==> src/sv/bgf_pkg.sv <==
// ---------------------------------------------------------------------------
// bgf_pkg
// Shared types and constants for the Burgers Godunov flux stencil core.
// ---------------------------------------------------------------------------
package bgf_pkg;

	localparam int SAMPLE_W = 16;
	localparam int INDEX_W  = 12;
	localparam int RATE_W   = 32;
	localparam int INV_W    = 24;
	localparam int SQ_W     = 31;               // u*u of a 16-bit signed value
	localparam int DIFF_W   = 32;               // difference of two half-squares
	localparam int PROD_W   = DIFF_W + INV_W + 1;
	localparam int RATE_SHIFT = 21;

	localparam logic [INV_W-1:0] INV_RESET = 24'd256;
	localparam logic signed [PROD_W-1:0] ROUND_HALF = PROD_W'(1) <<< (RATE_SHIFT - 1);
	localparam logic signed [RATE_W-1:0] RATE_MAX = 32'sh7fff_ffff;
	localparam logic signed [RATE_W-1:0] RATE_MIN = 32'sh8000_0000;

	// APB register map
	localparam int PADDR_W = 3;
	localparam logic REG_INV_CELL_WIDTH = 1'b0;  // paddr[2] selects the register

	typedef enum logic [2:0] {
		ST_IDLE,
		ST_ISSUE,
		ST_WAIT1,
		ST_WAIT2,
		ST_EMIT
	} state_t;

	// which three-cell window feeds the flux pipeline
	typedef enum logic [1:0] {
		JOB_INTERIOR,   // older, newer, current
		JOB_LAST,       // newer, current, first
		JOB_WRAP        // current, first, second
	} job_t;

	typedef struct packed {
		logic               capture;
		logic               store_first;
		logic               store_second;
		logic               shift;
		logic               clear;
		logic               load_out;
		job_t               job;
		logic [INDEX_W-1:0] index;
		logic               short_field;
		logic               fin;
	} cmd_t;

endpackage

==> src/sv/bgf_ctrl.sv <==
// ---------------------------------------------------------------------------
// bgf_ctrl
// Sequencer: tracks the field count, issues flux windows, owns output valid.
// ---------------------------------------------------------------------------
module bgf_ctrl (
	input  logic                            clk,
	input  logic                            arst_n,
	input  logic                            in_valid,
	input  logic                            in_last,
	output logic                            in_ready,
	output logic                            out_valid,
	input  logic                            out_ready,
	output bgf_pkg::cmd_t                   cmd
);

	bgf_pkg::state_t                 state_q, state_d;
	bgf_pkg::job_t                   job_q, job_d;
	logic                            last_q, last_d;
	logic                            short_q, short_d;
	logic                            have_two_q, have_two_d;
	logic                            out_valid_q, out_valid_d;
	logic [bgf_pkg::INDEX_W-1:0]     cells_q, cells_d;

	always_ff @(posedge clk or negedge arst_n) begin
		if (!arst_n) begin
			state_q     <= bgf_pkg::ST_IDLE;
			job_q       <= bgf_pkg::JOB_INTERIOR;
			last_q      <= 1'b0;
			short_q     <= 1'b0;
			have_two_q  <= 1'b0;
			out_valid_q <= 1'b0;
			cells_q     <= '0;
		end else begin
			state_q     <= state_d;
			job_q       <= job_d;
			last_q      <= last_d;
			short_q     <= short_d;
			have_two_q  <= have_two_d;
			out_valid_q <= out_valid_d;
			cells_q     <= cells_d;
		end
	end

	always_comb begin
		state_d    = state_q;
		job_d      = job_q;
		last_d     = last_q;
		short_d    = short_q;
		have_two_d = have_two_q;
		cells_d    = cells_q;
		in_ready   = 1'b0;

		cmd              = '0;
		cmd.job          = job_q;
		cmd.short_field  = short_q;
		cmd.fin          = short_q || (job_q == bgf_pkg::JOB_WRAP);
		case (job_q)
			bgf_pkg::JOB_INTERIOR: cmd.index = cells_q - 1'b1;
			bgf_pkg::JOB_LAST:     cmd.index = cells_q;
			default:               cmd.index = '0;
		endcase
		if (short_q)
			cmd.index = '0;

		case (state_q)
			bgf_pkg::ST_IDLE: begin
				in_ready = 1'b1;
				if (in_valid) begin
					cmd.capture = 1'b1;
					if (!have_two_q) begin
						cmd.store_first  = (cells_q == '0);
						cmd.store_second = (cells_q != '0);
						if (in_last) begin
							short_d = 1'b1;
							state_d = bgf_pkg::ST_EMIT;
						end else begin
							have_two_d = (cells_q != '0);
							cells_d    = cells_q + 1'b1;
						end
					end else begin
						job_d   = bgf_pkg::JOB_INTERIOR;
						last_d  = in_last;
						state_d = bgf_pkg::ST_ISSUE;
					end
				end
			end
			bgf_pkg::ST_ISSUE: state_d = bgf_pkg::ST_WAIT1;
			bgf_pkg::ST_WAIT1: state_d = bgf_pkg::ST_WAIT2;
			bgf_pkg::ST_WAIT2: state_d = bgf_pkg::ST_EMIT;
			bgf_pkg::ST_EMIT: begin
				if (!out_valid_q || out_ready) begin
					cmd.load_out = 1'b1;
					if (short_q) begin
						cmd.clear  = 1'b1;
						short_d    = 1'b0;
						cells_d    = '0;
						have_two_d = 1'b0;
						state_d    = bgf_pkg::ST_IDLE;
					end else begin
						case (job_q)
							bgf_pkg::JOB_INTERIOR: begin
								if (last_q) begin
									job_d   = bgf_pkg::JOB_LAST;
									state_d = bgf_pkg::ST_ISSUE;
								end else begin
									cmd.shift = 1'b1;
									cells_d   = cells_q + 1'b1;
									state_d   = bgf_pkg::ST_IDLE;
								end
							end
							bgf_pkg::JOB_LAST: begin
								job_d   = bgf_pkg::JOB_WRAP;
								state_d = bgf_pkg::ST_ISSUE;
							end
							default: begin
								cmd.clear  = 1'b1;
								cells_d    = '0;
								have_two_d = 1'b0;
								state_d    = bgf_pkg::ST_IDLE;
							end
						endcase
					end
				end
			end
			default: state_d = bgf_pkg::ST_IDLE;
		endcase

		if (cmd.load_out)
			out_valid_d = 1'b1;
		else if (out_ready)
			out_valid_d = 1'b0;
		else
			out_valid_d = out_valid_q;
	end

	assign out_valid = out_valid_q;

	// a result is never written over one still waiting
	a_no_overwrite: assert property (@(posedge clk) disable iff (!arst_n)
		cmd.load_out |-> (!out_valid_q || out_ready))
		else $error("result register overwritten");

	// the final result of a field returns the field state to empty
	a_field_clear: assert property (@(posedge clk) disable iff (!arst_n)
		(cmd.load_out && cmd.fin) |=> (!have_two_q && cells_q == '0))
		else $error("field state not cleared after final result");

	// a window is only issued once two samples are stored
	a_issue_needs_two: assert property (@(posedge clk) disable iff (!arst_n)
		(state_q == bgf_pkg::ST_ISSUE) |-> have_two_q)
		else $error("flux window issued before two samples stored");

endmodule

==> config.mk <==
export PLATFORM = sky130hd
export DESIGN_NAME = bgf_ctrl
export DESIGN_NICKNAME = d
export VERILOG_FILES = /design/src/sv/bgf_pkg.sv /design/src/sv/bgf_ctrl.sv
export SDC_FILE = /design/constraint.sdc
export NUM_CORES = 1
export LEC_CHECK = 0
export ABC_AREA = 1
export BUFFER_PORTS_ARGS = -buffer_cell sky130_fd_sc_hd__buf_2
export CORE_ASPECT_RATIO = 0.75
export CORE_MARGIN = 3
export CORE_UTILIZATION = 44
export CTS_CLUSTER_SIZE = 25
export DETAILED_ROUTE_END_ITERATION = 12
export PLACE_DENSITY = 0.65
export RECOVER_POWER = 25
export SLEW_MARGIN = 20
export SYNTH_ARGS = -nofsm -noshare
export SYNTH_HDL_FRONTEND = slang
export SYNTH_SLANG_ARGS = --single-unit
==> constraint.sdc <==
create_clock -name clk -period 4.22 [get_ports clk]
set_input_delay 0.422 -clock clk [delete_from_list [all_inputs] [get_ports clk]]
set_output_delay 0.422 -clock clk [all_outputs]
set_load 0.03 [all_outputs]
# After elaboration in Yosys (flattened, before gate mapping)
# Index checks and enable logic that the tools add are counted.
[op_classes] n_reduce_logical=16 addsub=2 n_eq_ne=19 muxes=50
[ops] cell="two-way mux 12 bit" n=7
[ops] cell="case mux 12 bit (2 select lines)" n=3
[ops] cell="two-way mux 3 bit" n=9
[ops] cell="two-way mux 1 bit" n=19
[ops] cell="case mux 3 bit (5 select lines)" n=1
[ops] cell="!= test 2 bit, second input constant" n=7
[ops] cell="AND reduction 7 bit" n=2
[ops] cell="adder 12 x 1 -> 12 bit, second input constant" n=1
[ops] cell="zero test 12 bit" n=1
[ops] cell="two-way mux 2 bit" n=6
[ops] cell="!= test 3 bit, second input constant" n=4
[ops] cell="nonzero test 12 bit" n=1
[ops] cell="subtractor 12 x 1 -> 12 bit, second input constant" n=1
[ops] cell="case mux 2 bit (2 select lines)" n=2
[ops] cell="== test 3 x 2 -> 1 bit, second input constant" n=2
[ops] cell="case mux 1 bit (2 select lines)" n=3
[ops] cell="AND reduction 3 bit" n=2
[ops] cell="AND reduction 5 bit" n=1
[ops] cell="!= test 4 bit, second input constant" n=1
[ops] cell="AND reduction 4 bit" n=1
[ops] cell="nonzero test 2 bit" n=2
[ops] cell="== test 3 x 1 -> 1 bit, second input constant" n=1
[ops] cell="== test 3 bit, second input constant" n=1
[ops] cell="zero test 3 bit" n=1
[ops] cell="other kinds (7)" n=8
[word_totals] ff_bits=21 output_inout_bits=24 word_cells=94 in_bits=5

# Longest topological paths before layout
# Gate-level depths: netlist of the first run.
[depth] depth_word=7 mapped_depth=10 depth_no_buf=10

# Least setup slack after synthesis of the first run
# OpenSTA, ideal clock, no wires.
[synth_path] path_kind="reg-to-output" start="register job_q[0]" end="output cmd[11] (netlist bit)" arrival_time_ns=1.940 path_buffers=1 t_required_ns=3.798 stages_incl_launch_ff=9 setup_slack_ns=1.858 cell_sequence="dfrtp_1 -> buf_2 -> inv_2 -> nand2_1 -> nor2_1 -> nand2_1 -> nor2_2 -> nor2_1 -> a211oi_1"
[synth_lines] item="start: declaration" line_no="bgf_ctrl.sv:17" rtl="bgf_pkg::job_t job_q, job_d;"
[synth_lines] item="start signal: assignment" line_no="bgf_ctrl.sv:27" rtl="job_q <= bgf_pkg::JOB_INTERIOR;"
[synth_lines] item="start signal: assignment" line_no="bgf_ctrl.sv:35" rtl="job_q <= job_d;"
[synth_lines] item="end: declaration" line_no="bgf_ctrl.sv:13" rtl="output bgf_pkg::cmd_t cmd"

==> results of run 1 <==
## layout make-up
cell class / instances / area (sq um) / share of cell area, %
multi-input combinational: 179 / 945 / 50.7
sequential: 21 / 526 / 28.2
inverter: 38 / 145 / 7.79
timing repair buffer: 28 / 139 / 7.45
tap: 50 / 62.6 / 3.36
clock buffer: 3 / 41.3 / 2.22
clock inverter: 1 / 5.00 / 0.269
## how the worst min path moves through the flow
stage and end:
2_1_floorplan cells_q[0], 3_3_place_gp job_q[1], 3_5_place_dp job_q[1], 4_1_cts job_q[1], 5_1_grt job_q[1], 6_report short_q
## registers in the layout, indices dropped and copies added, names as in the netlist
name,flops
cells_q,12
have_two_q,1
job_q,2
last_q,1
out_valid,1
short_q,1
state_q,3
## cell usage after synthesis
library cell	instances	share of area, %
nand2_1	49	11
ha_1	3	2.3
nor2_2	2	0.76
o21ai_0	20	6.0
nor3b_1	1	0.45
o21a_1	2	0.91
nand2_8	1	1.2
a21oi_1	16	4.8
dfrtp_1	21	32
nor2_1	40	9.1
inv_1	34	7.7
nand3_1	16	4.8
nor3_2	1	0.60
a21oi_2	5	2.6
nand2_2	2	0.76
inv_4	1	0.38
buf_4	2	0.91
nor2_4	2	1.4
nand4_1	4	1.5
nor2_8	1	1.2
nand3_4	1	1.1
o21ai_2	1	0.53
a211oi_1	1	0.45
buf_2	2	0.60
inv_2	3	0.68
o22ai_1	1	0.38
nor3_4	1	0.98
buf_8	1	0.91
nand2_4	2	1.4
nor3_1	5	1.5
nand3_2	2	1.2
## layer usage
layer / up-vias / share of wire, % / GRT usage, %
met5: - / 0 / 0
met4: 0 / 0.41 / 3.88
met3: 2 / 6.7 / 4.71
met2: 47 / 40 / 28.5
met1: 725 / 53 / 28.9
li1: 834 / - / -
## power breakdown
group | leakage (nW) | internal, mW | switching (mW)
logic | 0.677 | 0.228 | 0.560
registers | 0.269 | 0.268 | 0.101
clock network | 0.0255 | 0.0658 | 0.0672
total | 0.972 | 0.562 | 0.728
## kinds of logic after synthesis
family,Yosys count,share of synthesized area [%]
AOI/OAI and AO/OA,46,15.8
adders and majority gates,3,2.27
buffers and inverters,43,11.2
DFF,21,31.7
and+or+nand+nor,130,39.0
==> flow_metrics.py, run 1 <==
metrics = {
    "cts": {
        "cts_setup_buffers": 0,
        "cts_resized": 0,
        "h-tree-depth": 1,
        "cts_tree": "yes",
        "clock_sinks": 21,
        "clk_latency_ns": 0.26,
        "clockBufferDepth": 2,
        "hold_buffers": 0,
        "clockRootBuffer": "clkbuf_8",
        "numCtsBuffers": 3,
        "clkSlewWorstSetupHoldPaths_ns": 0.08,
    },
    "worst_hold_path": {
        "hold_path.class": "primary input to async pin",
    },
    "sta": {
        "whs_ns": 0.358,
        "fmax_mhz": 423,
        "tightestPinTransition_ns": 1.15,
        "setup_viol": 0,
        "min_period_ns": 2.36,
        "period_share_pct": 56.0,
        "drv_slew": 0,
        "tns_ns": 0,
        "skew_ns": 0.00484,
        "slew_headroom_pct": 23.5,
        "fin_ws_ns": 1.86,
        "hold_viol": 0,
        "rsz0062_at_grt": "no",
    },
    "place": {
        "post-place-cells": 316,
        "post-place-ws_ns": 2.17,
        "io_buffers": 28,
        "place.gp.congestion": 0.891,
        "place_area_sq_mm": 0.00182,
        "dp_hpwl_microns": 3260,
    },
    "logic_synthesis": {
        "synth_nets": 251,
        "netlist_instances": 243,
        "seq_area_frac_synth_pct": 31.7,
        "syn-cell-area_sq_mm": 0.00166,
        "synth_cell_types": 31,
        "postSynthAreaPerCell_sq_um": 6.81,
        "ys.warnings.count": 0,
        "ys_ff_latch": 21,
    },
    "critical_path": {
        "worst-path-stages": 9,
        "cp_slowest_stage_delay_ns": 0.42,
        "worstSetupPathType": "flop to primary output",
        "critPathArrivalTime_ns": 1.94,
        "crit_path_end": "cmd[12]",
        "worstPathRequired_ns": 3.80,
        "cp_top_family": "simple AND/OR/NAND/NOR gates",
        "r2r_cells": 7,
        "critPathSlowestCell": "dfrtp_1",
        "startpoint_type": "flop",
        "crit_fanout": 5,
        "cp-end-kind": "primary output",
        "crit_chain": "inv_1 -> ha_1 -> nand2_1 -> nor3_2 -> nand2_1 -> nor2_1 -> o21ai_0 -> nor2_1 -> buf_2",
        "crit_start": "cells_q[1]",
        "r2r-start": "job_q[1]",
        "reg2reg_setup_slack_ns": 2.44,
        "critPathBufInv": 2,
        "rr_endpoint": "cells_q[10]",
    },
    "route": {
        "detail_route.wl_per_cell_microns": 12.8,
        "drt-total-wl_microns": 4100,
        "dr.pass1.iters": 4,
        "num_vias": 1608,
        "via_per_inst": 5.03,
        "route.detailed.drc": 0,
        "drt_iter0_drc": 131,
        "ant_nets": 0,
    },
    "pwr": {
        "p_leak_nw": 0.972,
        "ir_worst_vdd_mv": 0.446,
        "powerDensity_mw_per_mm2": 692,
        "p_total_mw": 1.29,
    },
    "die": {
        "floorplan.die.height_microns": 59.1,
        "dieArea_sq_mm": 0.00454,
        "start_util_pct": 48.0,
        "core_area_sq_mm": 0.00345,
        "die_w_microns": 76.8,
        "ioPinCount": 29,
        "fp-row-count": 18,
    },
    "cells_and_area": {
        "diodes": 0,
        "layout_common_cells": "49 x nand2_1, 40 x nor2_1, 34 x inv_1, 27 x buf_2, 21 x dfrtp_1",
        "final_common_cell": "nand2_1",
        "area_delta_synth_final_pct": 12.5,
        "n_fill_cell": 345,
        "finish.utilization_pct": 54.1,
        "fin_cells": 320,
        "drive_gt1_share_pct": 20.7,
        "design_area_sq_mm": 0.00186,
        "nets": 279,
    },
    "grt": {
        "grt_pass1_vias": 1460,
        "grt_pass1_wl_microns": 6970,
        "overflow": 0,
        "track_usage_pct": 19.4,
        "antenna_found_initial": 0,
        "grt_max_degree": 22,
    },
    "run_status": {
        "outcome": "finished, final reports clean",
    },
    "flow_run": {
        "cap_violations": 0,
    },
}
Note: power is estimated with default switching activity, not from simulation.
==> inputs of run 2 (changes only) <==
==> constraint.sdc (replaced) <==
create_clock -name clk -period 2.2 [get_ports clk]
set_input_delay 0.22 -clock clk [delete_from_list [all_inputs] [get_ports clk]]
set_output_delay 0.22 -clock clk [all_outputs]
set_load 0.03 [all_outputs]
==> flow_metrics.py, run 2 (same netlist as run 1, synthesis figures left out) <==
metrics = {
    "pwr": {
        "power_switching_mw": 1.48,
        "intPower_mw": 1.19,
        "power_frac_seq_pct": 26.0,
        "p_leak_nw": 1.01,
        "p_comb_share_pct": 64.2,
        "swShare_pct": 55.5,
        "powerDensity_mw_per_mm2": 1360,
        "ir_worst_vdd_mv": 0.776,
        "p_clk_share_pct": 9.8,
    },
    "die": {
        "die_w_microns": 76.8,
        "floorplan.die.height_microns": 59.1,
        "ioPinCount": 29,
        "dieArea_sq_mm": 0.00454,
        "core_area_sq_mm": 0.00345,
        "start_util_pct": 48.0,
        "fp-row-count": 18,
    },
    "grt": {
        "grt_pass1_vias": 1418,
        "track_usage_pct": 19.6,
        "antenna_found_initial": 0,
        "grt_pass1_wl_microns": 6950,
        "overflow": 0,
        "grt_max_degree": 22,
    },
    "critical_path": {
        "startpoint_type": "flop",
        "critPathArrivalTime_ns": 1.85,
        "critPathBufInv": 3,
        "critPathSlowestCell": "dfrtp_1",
        "worstSetupPathType": "flop to primary output",
        "crit_chain": "inv_2 -> ha_1 -> nand2_1 -> nor3_4 -> buf_4 -> nand3_1 -> a21oi_1 -> buf_4",
        "cp_slowest_stage_delay_ns": 0.40,
        "worstPathRequired_ns": 1.98,
        "cp-end-kind": "primary output",
        "cp_top_family": "buffers and inverters",
        "crit_top_cell": "buf_4",
        "crit_fanout": 5,
    },
    "cells_and_area": {
        "area_delta_synth_final_pct": 18.4,
        "reg_top3": "cells_q: 12 flops, state_q: 3 flops, job_q: 2 flops",
        "largest-register": "cells_q",
        "largest_reg_flops": 12,
        "nets": 287,
        "final_common_cell": "nand2_1",
        "layout_common_cells": "47 x nand2_1, 39 x nor2_1, 32 x inv_1, 23 x buf_2",
        "diodes": 0,
        "design_area_sq_mm": 0.00196,
        "drive_gt1_share_pct": 24.8,
        "finish.utilization_pct": 56.9,
    },
    "place": {
        "io_buffers": 28,
        "place.gp.congestion": 0.856,
        "post-place-ws_ns": 0.323,
        "place_area_sq_mm": 0.00184,
        "dp_hpwl_microns": 3190,
    },
    "route": {
        "drt-total-wl_microns": 4310,
        "dr.pass1.iters": 5,
        "drt_iter0_drc": 153,
        "route.detailed.drc": 0,
        "via_per_inst": 5.18,
        "num_vias": 1700,
        "detail_route.wl_per_cell_microns": 13.1,
        "ant_nets": 0,
    },
    "cts": {
        "clock_sinks": 21,
        "clkSlewWorstSetupHoldPaths_ns": 0.08,
        "numCtsBuffers": 3,
        "h-tree-depth": 1,
        "cts_tree": "yes",
        "clockBufferDepth": 2,
        "clockRootBuffer": "clkbuf_8",
        "clk_latency_ns": 0.27,
    },
    "sta": {
        "drv_slew": 0,
        "skew_ns": 0.00414,
        "hold_viol": 0,
        "period_share_pct": 94.3,
        "fin_ws_ns": 0.126,
        "setup_viol": 0,
        "min_period_ns": 2.07,
        "whs_ns": 0.251,
        "fmax_mhz": 482,
        "slew_headroom_pct": 20.2,
        "tightestPinTransition_ns": 1.20,
    },
    "worst_hold_path": {
        "hold_path.class": "primary input to flop",
    },
    "run_status": {
        "outcome": "finished, final reports clean",
    },
    "flow_run": {
        "cap_violations": 0,
    },
}
[run 2: changes by cell type in the layout (fill, tap and decap cells not counted), sizes merged]
cell,before,now
clkinv,1,0
buf,27,32
clkbuf,4,7
dlygate4sd3,0,1
[run 2: metal layers]
metal	wire, microns	vias up	share of wire, %	track usage (%)
met5	0	-	0	0
met4	31	0	0.72	3.88
met3	321	4	7.5	5.93
met2	1820	61	42	27.5
met1	2130	784	49	29.4
li1	-	851	-	-
[run 2: final timing paths]
path,start,endpoint,slack (ns),depth (start not counted)
hold / removal,in_last,last_q,0.25,3
min in group asynchronous,arst_n,job_q[1],0.71,2
setup / recovery,cells_q[0],cmd[10],0.13,8
setup reg to reg,state_q[1],cells_q[11],0.48,8
max in group asynchronous,arst_n,cells_q[2],0.70,2
hold reg to reg,cells_q[11],cells_q[11],0.54,2
[run 2: through the flow]
| stage | TNS, ns | power [mW] | std cells |
|---|---|---|---|
| after floorplan | 0 | 1.89 | 243 |
| after global placement | 0 | 2.26 | 319 |
| after detailed placement | 0 | 2.26 | 319 |
| after CTS | 0 | 2.54 | 324 |
| after global routing | -0.0321 | 2.90 | 328 |
| final | 0 | 2.66 | 328 |
[run 2: layout make-up]
cell class	count	area [sq um]
clock buffer	4	45.0
fill	335	1490
inverter	38	145
multi-input combinational	179	968
sequential	21	527
tap	50	62.6
timing repair buffer	36	211
[run 2: power groups by stage]
stage | registers, mW | clock network [mW] | logic, mW
2_1_floorplan | 0.689 | 0 | 1.20
3_3_place_gp | 0.693 | 0 | 1.57
3_5_place_dp | 0.694 | 0 | 1.57
4_1_cts | 0.687 | 0.272 | 1.58
5_1_grt | 0.717 | 0.286 | 1.90
6_report | 0.693 | 0.261 | 1.71
[run 2: worst reg2reg max path, delay by kind of cell (launching register included)]
kind,cells,cell delay [ns]
flip-flops,1,0.46
AND/OR/NAND/NOR,8,1.17
[run 2: what timing repair did]
action	CTS	global route
setup endpoints to repair	0	7
hold endpoints to repair	21	0
resized for setup	0	15
hold buffers	1	0
setup buffers	0	4
